File: config.mk
export PLATFORM = sky130hd
export DESIGN_NAME = boc_cell
export DESIGN_NICKNAME = d
export VERILOG_FILES = /design/src/sv/boc_pkg.sv /design/src/sv/boc_cell.sv
export SDC_FILE = /design/constraint.sdc
export NUM_CORES = 1
export LEC_CHECK = 0
export BUFFER_PORTS_ARGS = -buffer_cell sky130_fd_sc_hd__clkbuf_2
export CORE_MARGIN = 4
export CORE_UTILIZATION = 46
export CTS_BUF_LIST = sky130_fd_sc_hd__clkbuf_8
export DETAILED_ROUTE_END_ITERATION = 7
export GPL_TIMING_DRIVEN = 0
export PLACE_DENSITY = 0.65
export SLEW_MARGIN = 20
export SYNTH_ARGS = -nofsm -noshare
export SYNTH_HDL_FRONTEND = slang
export SYNTH_SLANG_ARGS = --single-unit
export TNS_END_PERCENT = 50
File: constraint.sdc
create_clock -name i_clk -period 4.9 [get_ports i_clk]
set_clock_uncertainty 0.15 [all_clocks]
set_input_delay 0.245 -clock i_clk [delete_from_list [all_inputs] [get_ports i_clk]]
set_output_delay 0.245 -clock i_clk [all_outputs]
set_load 0.05 [all_outputs]
File: src/sv/boc_pkg.sv
// ----------------------------------------------------------------------------
// boc_pkg
// shared constants and types for the box occupancy counter
// ----------------------------------------------------------------------------
`default_nettype none

package boc_pkg;

    localparam int MAX_BOXES = 64;
    localparam int MAX_DIMS  = 4;
    localparam int COORD_W   = 16;
    localparam int SIZE_W    = 16;
    localparam int DIMS_W    = 3;
    localparam int COUNT_W   = 24;
    localparam int IDX_W     = 6;
    localparam int USED_W    = 7;
    localparam int BOX_W     = $clog2(MAX_BOXES);
    localparam int CNT_W     = $clog2(MAX_BOXES + 1);
    localparam int DIFF_W    = COORD_W + 1;
    localparam int TWICE_W   = COORD_W + 2;

    localparam logic [COUNT_W-1:0] COUNT_MAX = {COUNT_W{1'b1}};
    localparam logic [DIMS_W-1:0]  DIMS_CAP  = DIMS_W'(MAX_DIMS);

    localparam logic [SIZE_W-1:0] SIZE_RESET = SIZE_W'(256);
    localparam logic [DIMS_W-1:0] DIMS_RESET = DIMS_W'(4);

    localparam logic CFG_BOX_SIZE = 1'b0;
    localparam logic CFG_DIMS     = 1'b1;

    typedef logic [MAX_DIMS-1:0][COORD_W-1:0] t_point;

    typedef struct packed {
        logic in_use;
        logic cmp_en;
        logic fire;
        logic create;
    } t_cell_ctl;

endpackage

`default_nettype wire

File: src/sv/boc_cell.sv
// ----------------------------------------------------------------------------
// boc_cell
// one box slot: holds a centre and count, tests a point, joins the
// first-match chain and applies the increment or the new-box write
// ----------------------------------------------------------------------------
`default_nettype none

module boc_cell (
    input  wire                          i_clk,
    input  wire                          i_rst_n,
    input  wire boc_pkg::t_cell_ctl      i_ctl,
    input  wire boc_pkg::t_point         i_point,
    input  wire [boc_pkg::SIZE_W-1:0]    i_box_size,
    input  wire [boc_pkg::DIMS_W-1:0]    i_dims,
    input  wire                          i_take,
    output logic                         o_take,
    output logic                         o_grant,
    output logic [boc_pkg::COUNT_W-1:0]  o_total
);
    import boc_pkg::*;

    t_point               r_centre;
    logic [COUNT_W-1:0]   r_count;
    logic                 r_match;
    logic                 n_match;
    logic [COUNT_W-1:0]   w_inc;

    always_comb begin
        logic signed [DIFF_W-1:0] diff;
        logic [DIFF_W-1:0]        mag;
        logic [TWICE_W-1:0]       twice;
        n_match = i_ctl.in_use;
        for (int d = 0; d < MAX_DIMS; d++) begin
            diff  = DIFF_W'($signed(i_point[d])) - DIFF_W'($signed(r_centre[d]));
            mag   = diff[DIFF_W-1] ? DIFF_W'(-diff) : DIFF_W'(diff);
            twice = {mag, 1'b0};
            if ((DIMS_W'(d) < i_dims) && (twice > TWICE_W'(i_box_size))) begin
                n_match = 1'b0;
            end
        end
    end

    always_ff @(posedge i_clk) begin
        if (!i_rst_n) begin
            r_match <= 1'b0;
        end else if (i_ctl.cmp_en) begin
            r_match <= n_match;
        end
    end

    assign w_inc   = (r_count == COUNT_MAX) ? r_count : r_count + COUNT_W'(1);
    assign o_take  = i_take | r_match;
    assign o_grant = r_match & ~i_take;
    assign o_total = o_grant ? w_inc : '0;

    always_ff @(posedge i_clk) begin
        if (i_ctl.fire && o_grant) begin
            r_count <= w_inc;
        end else if (i_ctl.create) begin
            r_count  <= COUNT_W'(1);
            r_centre <= i_point;
        end
    end

endmodule

`default_nettype wire

==> results of run 1 <==
[routing by layer]
metal  wire, um  GRT usage, %  vias to the layer above
li1           -             -                     4439
met1      11000          26.4                     3921
met2      10700          32.4                      136
met3        817          3.03                       20
met4        257          4.33                        0
met5          0             0                        -
[worst register-to-register path: cells and delay by family (launching register included)]
kind | cells | cell delay (ns)
fa+ha+maj | 3 | 0.78
simple gates | 4 | 0.41
buf+inv | 3 | 0.23
flops | 1 | 0.34
compound gates | 14 | 3.21
[layout make-up]
class | count | area (um2) | share of cell area [%]
Multi-Input combinational cell | 888 | 6720 | 57.5
Sequential cell | 89 | 2660 | 22.8
Timing Repair Buffer | 190 | 1330 | 11.3
Inverter | 107 | 402 | 3.43
Tap cell | 270 | 338 | 2.89
Clock buffer | 9 | 124 | 1.06
Buffer | 17 | 72.6 | 0.621
Clock inverter | 6 | 43.8 | 0.375
[cells by family (layout without fill, tap and decap cells)]
family	Yosys count	after routing	share of synthesized area, %
fa+ha+maj	133	133	17.5
buf+inv	125	329	4.86
compound gates	263	263	18.7
flops	89	89	27.4
mux	5	5	0.529
xor+xnor	111	111	10.1
simple gates	376	376	20.9
[Yosys cell counts (all sizes together) (11+ instances only)]
| library cell | count | area, um2 |
|---|---|---|
| a21oi | 62 | 310 |
| a21o | 21 | 158 |
| nor2 | 100 | 375 |
| xnor2 | 63 | 559 |
| nor2b | 31 | 194 |
| nand2 | 61 | 229 |
| ha | 129 | 1610 |
| o211ai | 11 | 82.6 |
| o21ai | 53 | 265 |
| nand3 | 33 | 165 |
| and2 | 21 | 131 |
| inv | 107 | 402 |
| xor2 | 48 | 420 |
| nor3 | 22 | 110 |
| nand4 | 15 | 93.8 |
| clkbuf | 16 | 60.1 |
| nor3b | 11 | 82.6 |
| o21a | 14 | 105 |
| a31oi | 11 | 68.8 |
| edfxtp | 88 | 2640 |
[state kept, by name (all words and copies together), names as in the netlist]
| register | count |
|---|---|
| r_centre | 64 |
| r_count | 24 |
| r_match | 1 |
[cell usage in the layout (no fill, tap or decap), drive strengths merged, types with 9 or more instances in the layout]
cell type	count
or3	10
nor2	100
nand4	15
nor3b	11
a21oi	62
buf	11
nor4	10
and3	9
nor2b	31
nor3	22
and2	21
o21ai	53
a21o	21
dlygate4sd3	67
nand2	61
edfxtp	88
inv	109
nand2b	10
xnor2	63
xor2	48
clkbuf	138
o211ai	11
nand3	33
a31oi	11
a211o	10
o21a	14
ha	129
[per-stage QoR]
stage	area, um2	hold WS, ns	total power, W
finish	11700	0.110	0.00282
global route	11700	0.113	0.00307
CTS	11600	0.0842	0.00281
detailed placement	10600	0.289	0.00225
global placement	10600	0.290	0.00222
floorplan	9700	0.194	0.00195
[worst paths after layout]
kind | start | to | slack [ns] | cells past startpoint
setup / recovery | r_centre[32] | r_match | -0.29 | 24
hold / removal | i_ctl[1] | r_count[6] | 0.11 | 2
setup reg to reg | r_centre[32] | r_match | -0.29 | 24
hold reg to reg | r_match | r_match | 0.49 | 2
[report_power, final]
group / switching (W) / internal (W)
sequential: 0.0000155 / 0.000880
clock: 0.000299 / 0.000185
combinational: 0.000787 / 0.000650
[repair_timing]
| action | CTS | global route |
|---|---|---|
| hold buffers | 67 | 0 |
| hold endpoints to repair | 65 | 0 |
| pin swaps | 3 | 22 |
| setup endpoints to repair | 1 | 1 |
| gates resized for setup | 17 | 27 |
| buffers inserted | 2 | 5 |
==> flow_metrics.env, run 1 <==
export IMPL_grt_pass1_vias=8253
export IMPL_nets=1525
export IMPL_htreeDepth=3
export IMPL_synth_edf_count=88
export IMPL_grt_max_degree=35
export IMPL_dr_total_vias=8516
export IMPL_place_congestion=0.812
export IMPL_cp_start_kind="flop"
export IMPL_tightest_slew_ns=0.692
export IMPL_worst_slack_ns=-0.287
export IMPL_syn_num_nets=1325
export IMPL_violations="setup timing"
export IMPL_dp_slack_ns=-0.675
export IMPL_drv_cap=0
export IMPL_area_growth_pct=20.5
export IMPL_vdd_ir_drop_max_v=0.000116
export IMPL_cts_tree="built"
export IMPL_grt_total_usage_pct=19.3
export IMPL_drt_iter0_drc=358
export IMPL_antenna_left=0
export IMPL_min_path_type="input pin to flop"
export IMPL_clock_latency_ns=0.38
export IMPL_cp_arrival_ns=5.36
export IMPL_ys_warn_count=0
export IMPL_dieArea_um2=23500
export IMPL_routedWlPerCell_um=14.5
export IMPL_finalCriticalPeriod_ns=5.19
export IMPL_synth_async_reset_ratio_pct=0
export IMPL_drive_gt1_share_pct=14.7
export IMPL_setup_violations=1
export IMPL_utilization_pct=57.1
export IMPL_routed_via_density=5.40
export IMPL_critPathBufInv=3
export IMPL_core_um2=20500
export IMPL_grt_pass1_wl_um=38600
export IMPL_max_slew_margin_pct=53.5
export IMPL_io_buffers=115
export IMPL_start_util_pct=47.3
export IMPL_grt_overflow=0
export IMPL_period_share_pct=106
export IMPL_cts_buffers_inserted=9
export IMPL_cp_slowest_cell="a211o_4"
export IMPL_synth_seq_area_share_pct=27.4
export IMPL_worstPathCellList="ha_2 > inv_2 > fa_2 > a211o_1 > a211o_4 > a211o_1 > o2111a_2 > o21ai_4 > a31o_4 > buf_6 > buf_6 > nand2_2 > o21ai_1 > ha_1 > and4_1 > a21oi_1 > nand2_1 > a221oi_2 > nor4_1 > o31ai_1 > o211ai_1 > a221oi_1 > o22ai_1 > o21ai_1"
export IMPL_clockBufferDepth=2
export IMPL_clk_pin_slew_ns=0.09
export IMPL_dpl_cell_count=1488
export IMPL_slew_viol_final=0
export IMPL_synth_distinct_cells=82
export IMPL_final_cells=1576
export IMPL_io_pins=116
export IMPL_die_w_um=153
export IMPL_worstPathRequired_ns=5.08
export IMPL_path_class="flop to flop"
export IMPL_status="finished, violations left"
export IMPL_cp_end_kind="flop"
export IMPL_rows=52
export IMPL_drc=0
export IMPL_fillerInstances=1937
export IMPL_max_freq_mhz=193
export IMPL_clockRootBuffer="clkbuf_8"
export IMPL_synth_ff_type="edfxtp_1"
export IMPL_die_h_um=153
export IMPL_power_leakage_nw=5.07
export IMPL_hold_viol=0
export IMPL_grt_setup_unrepaired="yes"
export IMPL_cp_max_fo=5
export IMPL_hpwl_um=17500
export IMPL_wl_um=22800
export IMPL_cellPowerDensity_nw_per_um2=241
export IMPL_n_antenna_cell=0
export IMPL_slowest_delay_ns=0.39
export IMPL_crit_family="compound AO/OA/AOI/OAI gates"
export IMPL_antenna_found_initial=0
export IMPL_setup_tns_ns=-0.287
export IMPL_syn_inst=1102
export IMPL_dr_pass1_iters=5
export IMPL_avgSynthCellArea_um2=8.80
export IMPL_cts_sinks=89
export IMPL_netlist_area_um2=9700
export IMPL_ys_ff_latch=89
No activity file was read; power rests on OpenSTA's default activity.
==> run 2, diff against run 1 <==
Settings changed: PLACE_DENSITY 0.65 to 0.62, REMOVE_ABC_BUFFERS from default to 1.
Clock period 4.9 ns to 5.22 ns, I/O delays scaled along.
==> run 2 against run 1 <==
The run now ends clean. Sequential share of layout area decreased by 0.11 points. Sequential power decreased by 6.1%. Combinational power decreased by 5%. Largest cell class unchanged. Critical path depth decreased by 4. Non-clock buffer count decreased by 13. Critical path type unchanged. Final area increased by 0.50%. Final cell count decreased by 0.76%.
==> flow_metrics.env, run 2 (same netlist as run 1, synthesis figures left out) <==
export IMPL_cts_sinks=89
export IMPL_final_common_cell="ha_1"
export IMPL_die_w_um=153
export IMPL_grt_total_usage_pct=19.3
export IMPL_setup_tns_ns=0
export IMPL_drv_cap=0
export IMPL_antenna_found_initial=1
export IMPL_reg2reg_from="r_centre[32]"
export IMPL_largest_reg_flops=64
export IMPL_drt_iter0_drc=339
export IMPL_period_share_pct=98.9
export IMPL_whs_endpoint="r_count[0]"
export IMPL_drive_gt1_share_pct=15.5
export IMPL_min_path_type="input pin to flop"
export IMPL_io_pins=116
export IMPL_dr_pass1_iters=5
export IMPL_final_cells=1564
export IMPL_hpwl_um=17500
export IMPL_cellPowerDensity_nw_per_um2=231
export IMPL_worstPathCellList="ha_2 > inv_2 > fa_2 > a211o_1 > and4b_1 > a311oi_4 > o41a_1 > nand3b_1 > or4b_4 > nor3b_1 > or2_1 > xor2_1 > ha_1 > nand2_1 > or4_1 > o31ai_1 > o211ai_1 > nor4b_2 > o22ai_2 > o21ai_1"
export IMPL_routed_via_density=5.43
export IMPL_area_growth_pct=21.1
export IMPL_fin_hold_ws_ns=0.157
export IMPL_grt_pass1_vias=8273
export IMPL_critPathBufInv=1
export IMPL_clock_latency_ns=0.39
export IMPL_io_buffers=115
export IMPL_core_um2=20500
export IMPL_tightest_slew_ns=0.953
export IMPL_clockBufferDepth=2
export IMPL_cp_slowest_cell="or4b_4"
export IMPL_start_util_pct=47.3
export IMPL_worstPathRequired_ns=5.40
export IMPL_regToRegSetupSlack_ns=0.06
export IMPL_cp_arrival_ns=5.35
export IMPL_setup_violations=0
export IMPL_max_freq_mhz=194
export IMPL_slew_viol_final=0
export IMPL_htreeDepth=3
export IMPL_top_register="r_centre"
export IMPL_finalCriticalPeriod_ns=5.16
export IMPL_fillerInstances=1880
export IMPL_dpl_cell_count=1470
export IMPL_holdPathStages=2
export IMPL_dr_total_vias=8489
export IMPL_cp_end_kind="flop"
export IMPL_cts_buffers_inserted=9
export IMPL_hold_viol=0
export IMPL_max_slew_margin_pct=36.5
export IMPL_n_antenna_cell=0
export IMPL_cp_max_fo=4
export IMPL_slowest_delay_ns=0.55
export IMPL_rows=52
export IMPL_status="finished, final reports clean"
export IMPL_vdd_ir_drop_max_v=0.000117
export IMPL_rr_worst_depth=20
export IMPL_grt_setup_unrepaired="yes"
export IMPL_grt_overflow=0
export IMPL_final_area_um2=11800
export IMPL_path_class="flop to flop"
export IMPL_largest_registers="r_centre: 64 flops, r_count: 24 flops, r_match: 1 flops"
export IMPL_grt_pass1_wl_um=38600
export IMPL_place_congestion=0.803
export IMPL_rr_endpoint="r_match"
export IMPL_total_power_w=0.00271
export IMPL_clockRootBuffer="clkbuf_8"
export IMPL_cp_depth=20
export IMPL_wl_um=22900
export IMPL_crit_family="simple AND/OR/NAND/NOR gates"
export IMPL_die_h_um=153
export IMPL_power_leakage_nw=5.09
export IMPL_cp_start_kind="flop"
export IMPL_routedWlPerCell_um=14.7
export IMPL_dieArea_um2=23500
export IMPL_worstHoldStart="i_ctl[1]"
export IMPL_cts_tree="built"
export IMPL_grt_max_degree=36
export IMPL_antenna_left=0
export IMPL_drc=0
export IMPL_nets=1512
export IMPL_clk_pin_slew_ns=0.11
export IMPL_placed_area_um2=10600
export IMPL_layout_common_cells="ha_1, clkbuf_2, inv_1"
## run 2: how the worst max path moves through the flow
stage / from / to
after floorplan: r_centre[16] / r_match
after global placement: i_point[16] / r_match
after detailed placement: i_point[16] / r_match
after CTS: i_point[49] / r_match
after global routing: r_centre[32] / r_match
final: r_centre[32] / r_match
## run 2: timing repair
item	in CTS	in global routing
setup endpoints to repair	1	1
pin swaps	2	26
gates resized for setup	2	44
hold buffers	67	0
hold endpoints to repair	65	0
gates cloned	0	0
buffers inserted	1	10
## run 2: layout make-up
cell class / count / area (um2) / area share [%]
clock buffers: 9 / 124 / 1.05
clock inverters: 7 / 73.8 / 0.628
inverters: 107 / 402 / 3.42
multi-input cells: 888 / 6790 / 57.8
flip-flops and latches: 89 / 2660 / 22.7
well taps: 270 / 338 / 2.87
repair buffers: 194 / 1360 / 11.6
## run 2: through the flow
stage	setup WS [ns]	utilization, %
2_1_floorplan	0.592	-
3_3_place_gp	-0.276	51.4
3_5_place_dp	-0.344	51.6
4_1_cts	0.0223	55.9
5_1_grt	-0.163	57.3
6_report	0.0587	57.3
## run 2: routing by layer
| metal | part of all wire (%) | global-route usage, % | wire length [um] |
|---|---|---|---|
| met5 | 0.057 | 0 | 13 |
| met4 | 1.3 | 4.29 | 308 |
| met3 | 3.3 | 3.05 | 753 |
| met2 | 47 | 32.8 | 10700 |
| met1 | 48 | 25.9 | 11100 |
## run 2: report_power, final
part	switching [W]	internal, W
Sequential	0.0000143	0.000826
Combinational	0.000746	0.000627
Clock	0.000310	0.000188
Total	0.00107	0.00164
==> run 3, diff against run 2 <==
Settings changed: ABC_AREA from default to 1.
==> run 3 against run 2 <==
Power rose by 6.6%. Non-clock buffer count down 13. Worst hold slack worse by 0.084 ns. Count of clock-buffer cells in the layout unchanged. Highest routed layer is now met4.
==> flow_metrics.env, run 3 <==
export IMPL_grt_total_usage_pct=19.4
export IMPL_wl_um=24200
export IMPL_cts_tree="built"
export IMPL_path_class="input pin to flop"
export IMPL_tightest_slew_ns=0.898
export IMPL_vdd_ir_drop_max_v=0.000127
export IMPL_combPwrFrac_pct=49.1
export IMPL_netlist_area_um2=10400
export IMPL_die_w_um=158
export IMPL_synth_distinct_cells=54
export IMPL_grt_pass1_wl_um=40300
export IMPL_place_congestion=0.872
export IMPL_p_sw_share_pct=40.7
export IMPL_start_util_pct=47.1
export IMPL_yosysMostFrequentCell="nand2_1"
export IMPL_whs_endpoint="r_match"
export IMPL_reg2reg_from="r_centre[0]"
export IMPL_setup_violations=0
export IMPL_finalCriticalPeriod_ns=4.71
export IMPL_area_growth_pct=17.4
export IMPL_cp_arrival_ns=4.89
export IMPL_min_path_type="input pin to flop"
export IMPL_max_freq_mhz=212
export IMPL_period_share_pct=90.2
export IMPL_rows=54
export IMPL_dieArea_um2=25000
export IMPL_synth_top_cell_area_share_pct=25.5
export IMPL_routedWlPerCell_um=12.4
export IMPL_io_pins=116
export IMPL_regToRegSetupSlack_ns=0.72
export IMPL_cp_slowest_cell="dlygate4sd3_1"
export IMPL_dr_pass1_iters=5
export IMPL_synthTopCellsByCount="nand2_1, inv_1, nor2_1, ha_1, edfxtp_1"
export IMPL_grt_pass1_vias=8862
export IMPL_cts_setup_buffers=0
export IMPL_pwr_share_seq_pct=29.1
export IMPL_io_buffers=115
export IMPL_cts_buffers_inserted=9
export IMPL_ys_ff_latch=89
export IMPL_layout_common_cells="nand2_1, inv_1, nor2_1"
export IMPL_drc=0
export IMPL_nets=1884
export IMPL_dr_total_vias=9613
export IMPL_cp_common_cell="nand2_1"
export IMPL_rr_endpoint="r_match"
export IMPL_grt_max_degree=34
export IMPL_final_common_cell="nand2_1"
export IMPL_cp_start_kind="input pin"
export IMPL_p_sw_w=0.00118
export IMPL_cp_max_fo=10
export IMPL_antenna_left=0
export IMPL_synth_async_reset_ratio_pct=0
export IMPL_antenna_found_initial=0
export IMPL_top_register="r_centre"
export IMPL_max_slew_margin_pct=40.0
export IMPL_largest_reg_flops=64
export IMPL_cts_sinks=89
export IMPL_clockRootBuffer="clkbuf_8"
export IMPL_clock_latency_ns=0.39
export IMPL_holdPathStages=3
export IMPL_synth_seq_area_share_pct=25.7
export IMPL_drt_iter0_drc=415
export IMPL_grt_setup_unrepaired="no"
export IMPL_final_cells=1947
export IMPL_slowest_delay_ns=0.56
export IMPL_synth_edf_count=88
export IMPL_hpwl_um=19700
export IMPL_p_clk_share_pct=21.8
export IMPL_drv_cap=0
export IMPL_yosys_area_top_type="edfxtp_1"
export IMPL_cp_end_kind="flop"
export IMPL_worstPathRequired_ns=5.41
export IMPL_drive_gt1_share_pct=11.2
export IMPL_core_um2=22000
export IMPL_clockBufferDepth=2
export IMPL_p_int_w=0.00171
export IMPL_netlist_top_cells_area="edfxtp_1, ha_1, nand2_1"
export IMPL_grt_overflow=0
export IMPL_dpl_cell_count=1865
export IMPL_rr_worst_depth=27
export IMPL_fin_hold_ws_ns=0.0735
export IMPL_avgSynthCellArea_um2=7.02
export IMPL_synth_ff_type="edfxtp_1"
export IMPL_routed_via_density=4.94
export IMPL_power_leakage_nw=6.35
export IMPL_slew_viol_final=0
export IMPL_ys_warn_count=0
export IMPL_worstHoldStart="i_ctl[2]"
export IMPL_clk_pin_slew_ns=0.10
export IMPL_setup_tns_ns=0
export IMPL_syn_inst=1477
export IMPL_status="finished, final reports clean"
export IMPL_hold_viol=0
export IMPL_cellPowerDensity_nw_per_um2=237
export IMPL_htreeDepth=3
export IMPL_die_h_um=158
export IMPL_largest_registers="r_centre: 64 flops, r_count: 24 flops, r_match: 1 flops"
-- run 3: cells by family after synthesis --
group	synth area share, %
simple gates	29.8
buf+inv	10.2
compound gates	9.08
fa+ha+maj	16.3
xor+xnor	8.78
flops	25.7
mux	0.0965
-- run 3: area by class of cell --
class	instances	area, um2
Sequential cell	89	2660
Clock inverter	7	124
Tap cell	280	350
Inverter	271	1020
Multi-Input combinational cell	1109	6660
Clock buffer	9	124
Fill cell	2174	9840
Antenna cell	1	2.50
Timing Repair Buffer	181	1250
-- run 3: worst max-delay path, delay by kind of cell --
kind            cells  cell delay, ns
xor+xnor            1            0.15
buf+inv             9            1.15
compound gates      3            0.34
simple gates       22            2.08
fa+ha+maj           3            0.91
-- run 3: what timing repair did --
item | 4_1_cts | 5_1_grt
hold endpoints to repair | 65 | 0
setup endpoints to repair | 0 | 1
gates resized for setup | 0 | 1
hold buffers | 65 | 0
-- run 3: through the flow --
step	area [um2]	setup slack (ns)	total power [W]	utilization, %
after global routing	12200	0.0832	0.00317	55.3
final	12200	0.511	0.00289	55.3
after CTS	12200	0.380	0.00292	55.3
after detailed placement	11300	0.571	0.00224	51.2
after floorplan	10300	1.41	0.00193	-
after global placement	11300	0.587	0.00221	51.1
-- run 3: power groups by stage --
stage	Clock [W]	Combinational (W)	Sequential (W)
after floorplan	0	0.00108	0.000855
after global placement	0	0.00135	0.000858
after detailed placement	0	0.00138	0.000857
after CTS	0.000652	0.00143	0.000841
after global routing	0.000676	0.00165	0.000845
final	0.000628	0.00142	0.000841
-- run 3: worst max path at each step --
stage / start / end / slack (ns) / cells after the start
floorplan: r_centre[16] / r_match / 1.41 / 36
global placement: i_point[16] / r_match / 0.59 / 38
detailed placement: i_point[16] / r_match / 0.57 / 38
CTS: i_point[16] / r_match / 0.38 / 39
global route: i_point[16] / r_match / 0.08 / 38
finish: i_point[16] / r_match / 0.51 / 38
-- run 3: per-layer routing --
layer	vias up	track usage [%]	wire length, um
met5	-	0	0
met1	4274	27.9	12200
met4	0	4.71	323
li1	5148	-	-
met3	28	2.73	1000
met2	163	31.1	10700
